<file path="config.mk">
export PLATFORM = sky130hd
export DESIGN_NAME = balanced_quinary_sum_convert_unit
export DESIGN_NICKNAME = d
export VERILOG_FILES = /design/src/hw/rtl/bqsc_pkg.sv /design/src/hw/rtl/bqsc_conv.sv /design/src/hw/rtl/balanced_quinary_sum_convert_unit.sv
export SDC_FILE = /design/constraint.sdc
export NUM_CORES = 1
export LEC_CHECK = 0
export BUFFER_PORTS_ARGS = -buffer_cell sky130_fd_sc_hd__buf_2
export CAP_MARGIN = 10
export CORE_ASPECT_RATIO = 0.75
export CORE_MARGIN = 2
export CORE_UTILIZATION = 60
export CTS_CLUSTER_DIAMETER = 150
export DETAILED_ROUTE_END_ITERATION = 10
export PLACE_DENSITY = 0.87
export SETUP_SLACK_MARGIN = 0.05
export SYNTH_ARGS = -nofsm -noshare
export SYNTH_HDL_FRONTEND = slang
export SYNTH_HIERARCHICAL = 1
export SYNTH_SLANG_ARGS = --single-unit
</file>
<file path="constraint.sdc">
create_clock -name clk -period 7.5 [get_ports clk]
set_input_delay 0.375 -clock clk [delete_from_list [all_inputs] [get_ports clk]]
set_output_delay 0.375 -clock clk [all_outputs]
set_load 0.01 [all_outputs]
</file>
<file path="src/hw/rtl/bqsc_pkg.sv">
// balanced quinary sum converter: shared types and constants
// used by bqsc_conv and balanced_quinary_sum_convert_unit, no dependencies
`timescale 1ns / 1ps

package bqsc_pkg;

	localparam int VALUE_WIDTH_DEF = 64;
	localparam int MAX_DIGITS_DEF  = 32;
	localparam int RESULT_CAP      = 28;

	typedef logic signed [2:0] digit_t;

	// result of the conversion unit, one digit per strobe
	typedef struct packed {
		logic   strobe;
		digit_t digit;
		logic   last;
	} bqsc_res_t;

endpackage

</file>
<file path="src/hw/rtl/bqsc_conv.sv">
// balanced quinary sum converter: total to balanced base-5 conversion and digit output
// byte-wise divide by five by reciprocal multiply, digit buffer, msd first readout
// depends on bqsc_pkg
`timescale 1ns / 1ps

module bqsc_conv import bqsc_pkg::*; #(
	parameter int VALUE_WIDTH = VALUE_WIDTH_DEF,
	parameter int MAX_DIGITS  = MAX_DIGITS_DEF
) (
	input  logic                   clk,
	input  logic                   arst_n,
	input  logic                   go,
	input  logic [VALUE_WIDTH-1:0] total,
	output logic                   busy,
	output bqsc_res_t              res
);

	localparam int Depth  = (MAX_DIGITS < RESULT_CAP) ? MAX_DIGITS : RESULT_CAP;
	localparam int IW     = $clog2(Depth);
	localparam int CW     = $clog2(Depth + 1);
	localparam int Ch     = 8;
	localparam int Chunks = (VALUE_WIDTH + Ch - 1) / Ch;
	localparam int PW     = Chunks * Ch;
	localparam int KW     = (Chunks > 1) ? $clog2(Chunks) : 1;
	// ceil(2^13 / 5), exact quotient for dividends up to 1279
	localparam logic [20:0] Recip5 = 21'd1639;

	typedef enum logic [1:0] {IDLE, DIV, DIGIT, EMIT} state_t;

	state_t                 state_q;
	logic [PW-1:0]          mag_q;
	logic [2:0]             rem_q;
	logic [KW-1:0]          ch_q;
	logic [CW-1:0]          n_q;
	logic [IW-1:0]          idx_q;
	logic                   neg_q;
	logic                   strobe_q;
	logic                   last_q;
	digit_t                 rd_q;
	digit_t                 mem [Depth];

	logic [VALUE_WIDTH-1:0] abs_total;
	logic [10:0]            part;
	logic [20:0]            prod;
	logic [Ch-1:0]          qch;
	logic [2:0]             rem_next;
	logic [PW-1:0]          mag_shift;
	logic                   carry;
	digit_t                 dig_pos;
	digit_t                 dig;
	logic [PW-1:0]          quot;
	logic [CW-1:0]          n_next;
	logic                   wr_en;
	logic                   rd_en;

	assign abs_total = total[VALUE_WIDTH-1] ?
		(~total) + {{(VALUE_WIDTH-1){1'b0}}, 1'b1} : total;

	// one byte of long division by five
	always_comb begin
		part      = {rem_q, mag_q[PW-1 -: Ch]};
		prod      = 21'(part) * Recip5;
		qch       = prod[20:13];
		rem_next  = 3'(part - ({1'b0, qch, 2'b00} + {3'b000, qch}));
		mag_shift = (mag_q << Ch) | PW'(qch);
	end

	// balanced digit and carry into the quotient
	always_comb begin
		carry   = (rem_q >= 3'd3);
		dig_pos = carry ? digit_t'(rem_q + 3'd3) : digit_t'(rem_q);
		dig     = neg_q ? digit_t'(-dig_pos) : dig_pos;
		quot    = mag_q + {{(PW-1){1'b0}}, carry};
		n_next  = n_q + 1'b1;
	end

	assign wr_en = (state_q == DIGIT);
	assign rd_en = (state_q == EMIT);

	always_ff @(posedge clk) begin
		if (wr_en) begin
			mem[n_q[IW-1:0]] <= dig;
		end
		if (rd_en) begin
			rd_q <= mem[idx_q];
		end
	end

	always_ff @(posedge clk or negedge arst_n) begin
		if (!arst_n) begin
			state_q  <= IDLE;
			mag_q    <= '0;
			rem_q    <= '0;
			ch_q     <= '0;
			n_q      <= '0;
			idx_q    <= '0;
			neg_q    <= 1'b0;
			strobe_q <= 1'b0;
			last_q   <= 1'b0;
		end else begin
			strobe_q <= 1'b0;
			last_q   <= 1'b0;
			case (state_q)
				IDLE: begin
					if (go) begin
						neg_q   <= total[VALUE_WIDTH-1];
						mag_q   <= PW'(abs_total);
						rem_q   <= '0;
						ch_q    <= '0;
						n_q     <= '0;
						state_q <= DIV;
					end
				end
				DIV: begin
					rem_q <= rem_next;
					mag_q <= mag_shift;
					ch_q  <= ch_q + 1'b1;
					if (ch_q == KW'(Chunks - 1)) begin
						state_q <= DIGIT;
					end
				end
				DIGIT: begin
					if ((quot != '0) && (n_next < CW'(Depth))) begin
						mag_q   <= quot;
						rem_q   <= '0;
						ch_q    <= '0;
						n_q     <= n_next;
						state_q <= DIV;
					end else begin
						idx_q   <= n_q[IW-1:0];
						state_q <= EMIT;
					end
				end
				EMIT: begin
					strobe_q <= 1'b1;
					last_q   <= (idx_q == '0);
					if (idx_q == '0) begin
						state_q <= IDLE;
					end else begin
						idx_q <= idx_q - 1'b1;
					end
				end
				default: begin
					state_q <= IDLE;
				end
			endcase
		end
	end

	assign busy       = (state_q != IDLE);
	assign res.strobe = strobe_q;
	assign res.digit  = rd_q;
	assign res.last   = last_q;

	a_rem_range: assert property (@(posedge clk) disable iff (!arst_n)
		rem_q < 3'd5)
		else $error("remainder out of range");

	a_last_ends: assert property (@(posedge clk) disable iff (!arst_n)
		strobe_q && last_q |=> !strobe_q)
		else $error("digit after last digit");

	a_last_strobe: assert property (@(posedge clk) disable iff (!arst_n)
		last_q |-> strobe_q)
		else $error("last flag without strobe");

	a_go_idle: assert property (@(posedge clk) disable iff (!arst_n)
		go |-> state_q == IDLE)
		else $error("conversion started while busy");

endmodule

</file>
<file path="src/hw/rtl/balanced_quinary_sum_convert_unit.sv">
// balanced quinary sum converter: top level, digit accumulation and totalling
// depends on bqsc_pkg and bqsc_conv
//
// usage:
//   a transaction is accepted at a rising edge with start high and busy low. it
//   carries one balanced base-5 digit (-2..2) of a number, most significant first,
//   with number_end on the last digit of a number and list_end on the last digit
//   of the list (list_end also ends the number).
//   digits without list_end leave busy low, so a digit can be accepted every cycle.
//   on list_end, busy rises for the conversion: the FOLD state adds the last
//   number to the total, GO starts bqsc_conv, then per output digit the shared
//   divide-by-five unit takes the value one byte per cycle and forms the balanced
//   digit; then the digits are read out, following on consecutive cycles.
//   a result has 1 to min(MAX_DIGITS, 28) digits.
//   each result is held on sum_digit/final_digit for one cycle with strobe high;
//   final_digit marks the least significant digit. the receiver cannot stall.
//   reset clears the accumulator, total and sequencer; no digits are pending.
`timescale 1ns / 1ps

module balanced_quinary_sum_convert_unit import bqsc_pkg::*; #(
	parameter int VALUE_WIDTH = VALUE_WIDTH_DEF,
	parameter int MAX_DIGITS  = MAX_DIGITS_DEF
) (
	input  logic              clk,
	input  logic              arst_n,
	input  logic              start,
	output logic              busy,
	input  logic signed [2:0] digit,
	input  logic              number_end,
	input  logic              list_end,
	output logic signed [2:0] sum_digit,
	output logic              final_digit,
	output logic              strobe
);

	typedef enum logic [1:0] {ACCUM, FOLD, GO} state_t;

	state_t                 state_q;
	logic [VALUE_WIDTH-1:0] acc_q;
	logic [VALUE_WIDTH-1:0] pend_q;
	logic                   pend_v_q;
	logic [VALUE_WIDTH-1:0] total_q;

	logic                   accept;
	logic [VALUE_WIDTH-1:0] acc_next;
	logic                   conv_go;
	logic                   conv_busy;
	bqsc_res_t              res;

	assign accept   = start && !busy;
	assign acc_next = {acc_q[VALUE_WIDTH-3:0], 2'b00} + acc_q
		+ {{(VALUE_WIDTH-3){digit[2]}}, digit};
	assign conv_go  = (state_q == GO);

	always_ff @(posedge clk or negedge arst_n) begin
		if (!arst_n) begin
			state_q  <= ACCUM;
			acc_q    <= '0;
			pend_q   <= '0;
			pend_v_q <= 1'b0;
			total_q  <= '0;
		end else begin
			if (pend_v_q) begin
				total_q <= total_q + pend_q;
			end
			pend_v_q <= 1'b0;
			case (state_q)
				ACCUM: begin
					if (accept) begin
						if (number_end || list_end) begin
							pend_q   <= acc_next;
							pend_v_q <= 1'b1;
							acc_q    <= '0;
						end else begin
							acc_q <= acc_next;
						end
						if (list_end) begin
							state_q <= FOLD;
						end
					end
				end
				FOLD: begin
					state_q <= GO;
				end
				GO: begin
					total_q <= '0;
					state_q <= ACCUM;
				end
				default: begin
					state_q <= ACCUM;
				end
			endcase
		end
	end

	bqsc_conv #(
		.VALUE_WIDTH (VALUE_WIDTH),
		.MAX_DIGITS  (MAX_DIGITS)
	) u_conv (
		.clk    (clk),
		.arst_n (arst_n),
		.go     (conv_go),
		.total  (total_q),
		.busy   (conv_busy),
		.res    (res)
	);

	assign busy        = (state_q != ACCUM) || conv_busy;
	assign strobe      = res.strobe;
	assign sum_digit   = res.digit;
	assign final_digit = res.last;

	a_list_busy: assert property (@(posedge clk) disable iff (!arst_n)
		accept && list_end |=> busy)
		else $error("list end did not start conversion");

	a_fold_done: assert property (@(posedge clk) disable iff (!arst_n)
		conv_go |-> !pend_v_q)
		else $error("conversion started before last number was added");

	a_no_strobe_idle: assert property (@(posedge clk) disable iff (!arst_n)
		strobe && !final_digit |-> busy)
		else $error("digit output with conversion idle");

endmodule
</file>
==> flow_summary.json <==
{
  "vias_per_cell": 6.54,
  "end_kind": "flip-flop",
  "drt-wirelength-per-cell_microns": 20.3,
  "max-clock-path-buffers": 3,
  "yosysTopAreaCellShare": 0.233,
  "cap_violations": 0,
  "drv_slew": 0,
  "ys_seq_area_frac": 0.319,
  "multi_input_area_sq_mm": 0.0191,
  "syn_area_per_cell_sq_um": 8.90,
  "netlist_area_sq_mm": 0.0301,
  "die_x_microns": 263,
  "grt_overflow": 0,
  "syn_inst": 3383,
  "ys.flop_type": "dfrtp_1",
  "path_cells": "inv_1, ha_1, a211oi_1, inv_1, ha_1, ha_1, nand3_1, nor4_2, buf_4, xor2_1, or4_1, or4_1, nor4_1, a31oi_1, nand3_4, buf_4, a311oi_1, a211o_1",
  "start_kind": "flip-flop",
  "crit_slowest_cell": "dfrtp_1",
  "io_pins": 14,
  "whs_ns": 0.127,
  "period_minus_slack_ns": 6.12,
  "grt_pass1_wl_microns": 131000,
  "placed_cells": 3869,
  "period_share": 0.816,
  "synth_area_leaders": "dfrtp_1, ha_1, edfxtp_1",
  "synth_top_area_cell": "dfrtp_1",
  "syn_to_final_growth_pct": 5.87,
  "antenna_found_initial": 1,
  "path_clk_slew_ns": 0.07,
  "grt_use_total": 0.309,
  "post_cts_buffers": 0,
  "clk-insertion-delay-late_ns": 0.57,
  "crit_top_cell": "ha_1",
  "cts_root_buf": "clkbuf_16",
  "core_sq_mm": 0.0498,
  "drt_first_pass_iters": 8,
  "dp_hpwl_microns": 59200,
  "n_fill_cell": 4045,
  "totalWireLength_microns": 80200,
  "fin_cells": 3941,
  "ys_warn_count": 6,
  "htreeDepth": 2,
  "crit_fanout": 54,
  "core.rowCount": 71,
  "cp.arrival_ns": 6.54,
  "io_buffers": 13,
  "yosysMostFrequentCell": "nand2_1",
  "synth-edff-count": 87,
  "synthArstFlopShare": 0.763,
  "worst-slew-pin-transition_ns": 1.11,
  "cts.sinks": 367,
  "synth_cell_types": 88,
  "dieArea_sq_mm": 0.0520,
  "cts_buffers": 39,
  "syn_nets": 3700,
  "die_y_microns": 198,
  "maxSlewHeadroom": 0.258,
  "postRouteAntennaNets": 0,
  "fmax_mhz": 163,
  "drt_iter0_drc": 3507,
  "antenna_cells": 0,
  "grt_max_degree": 91,
  "seq_area_sq_mm": 0.00962,
  "vias": 25800,
  "ys_ff_latch": 367,
  "tritoncts": "done",
  "fin_tns_setup_ns": 0,
  "grt_pass1_vias": 24400,
  "crit_required_ns": 7.92,
  "route.detailed.drc": 0,
  "rsz0062_at_grt": "false",
  "ys_top_cells_by_count": "nand2_1, dfrtp_1, nor2_1",
  "initial_core_util": 0.604,
  "nNetsFinal": 3573,
  "outcome": "finished, final reports clean",
  "final_hold_viol_count": 0,
  "gp_congestion": 1.01,
  "critPathKind": "flip-flop to flip-flop",
  "clock_skew_ns": 0.0403,
  "drive_gt1_frac": 0.0636,
  "hold_class": "input port to flip-flop",
  "setup_viol": 0,
  "critPathMaxStageDelay_ns": 0.57
}
==> state kept, by name (all words and copies together) (netlist names) <==
signal,cells
acc_q,64
pend_q,64
pend_v_q,1
state_q,2
total_q,64
u_conv/ch_q,3
u_conv/idx_q,5
u_conv/last_q,1
u_conv/mag_q,64
u_conv/mem,84
u_conv/n_q,5
u_conv/neg_q,1
u_conv/rd_q,3
u_conv/rem_q,3
u_conv/state_q,2
u_conv/strobe_q,1
==> worst max-delay path, delay by kind of cell, from the launching register on <==
family	cells	cell delay, ns
compound gates	4	1.23
xor+xnor	1	0.17
fa+ha+maj	3	0.72
buf+inv	4	0.75
flops	1	0.57
simple gates	6	2.55
==> logic make-up after synthesis <==
logic type | Yosys count | synth area share
compound gates | 863 | 0.186
xor+xnor | 245 | 0.0713
fa+ha+maj | 309 | 0.153
buf+inv | 359 | 0.0470
flops | 367 | 0.319
mux | 100 | 0.0443
simple gates | 1140 | 0.179
==> final cells by class <==
type,instances,area share
Inverter,151,0.0178
Sequential cell,367,0.302
Tap cell,657,0.0258
Multi-Input combinational cell,2657,0.600
Clock inverter,24,0.0124
Clock buffer,45,0.0326
Timing Repair Buffer,40,0.00973
==> per-stage QoR <==
stage	worst slack [ns]	cell area, sq um	util
finish	1.38	31900	0.640
global route	1.03	31900	0.640
CTS	1.49	31900	0.639
detailed placement	1.50	30400	0.610
global placement	1.70	30400	0.610
floorplan	2.37	30100	-
==> cells in the final DEF (no fill, tap or decap), types with 15 or more instances in the layout <==
master,instances
o21bai_1,36
edfxtp_1,87
a21o_1,81
dfrtp_1,278
nor2b_1,15
ha_1,209
xor2_1,67
mux2_2,26
fa_1,97
a21oi_1,178
o21ai_1,31
o31ai_1,31
clkbuf_16,39
a31oi_1,27
nand3_1,97
a22o_1,61
a211oi_1,19
xnor2_1,177
or3_1,28
o21ai_0,220
nand2_1,440
nand2b_1,26
a22oi_1,24
buf_4,24
nand4_1,86
nor4_1,20
o211ai_1,34
mux2i_1,48
inv_1,149
nor2_1,230
nor3_1,69
mux4_2,24
and3_1,33
o21a_1,16
==> timing repair <==
| action | CTS | global route |
|---|---|---|
| gates resized for setup | 0 | 0 |
| hold endpoints to repair | 87 | 0 |
| hold buffers | 1 | 0 |
==> per-layer routing <==
layer / vias up / GRT usage / part of all wire
li1: 11900 / - / -
met2: 1287 / 0.463 / 0.43
met4: 2 / 0.0668 / 0.018
met3: 140 / 0.0606 / 0.11
met5: - / 0 / 0.00016
met1: 12400 / 0.463 / 0.44
==> worst paths after layout <==
kind | startpoint | endpoint | slack, ns | cells past startpoint
setup reg to reg | u_conv/rem_q[2] | u_conv/mag_q[23] | 1.38 | 18
hold reg to reg | state_q[1] | state_q[1] | 0.46 | 1
hold / removal | list_end | state_q[0] | 0.13 | 2
min in group asynchronous | arst_n | acc_q[10] | 0.40 | 2
max in group asynchronous | arst_n | pend_v_q | 5.64 | 3
setup / recovery | u_conv/rem_q[2] | u_conv/mag_q[23] | 1.38 | 18
Power is not shown: default switching activity piles up to over one toggle a cycle in this logic, so the estimate is an artifact.
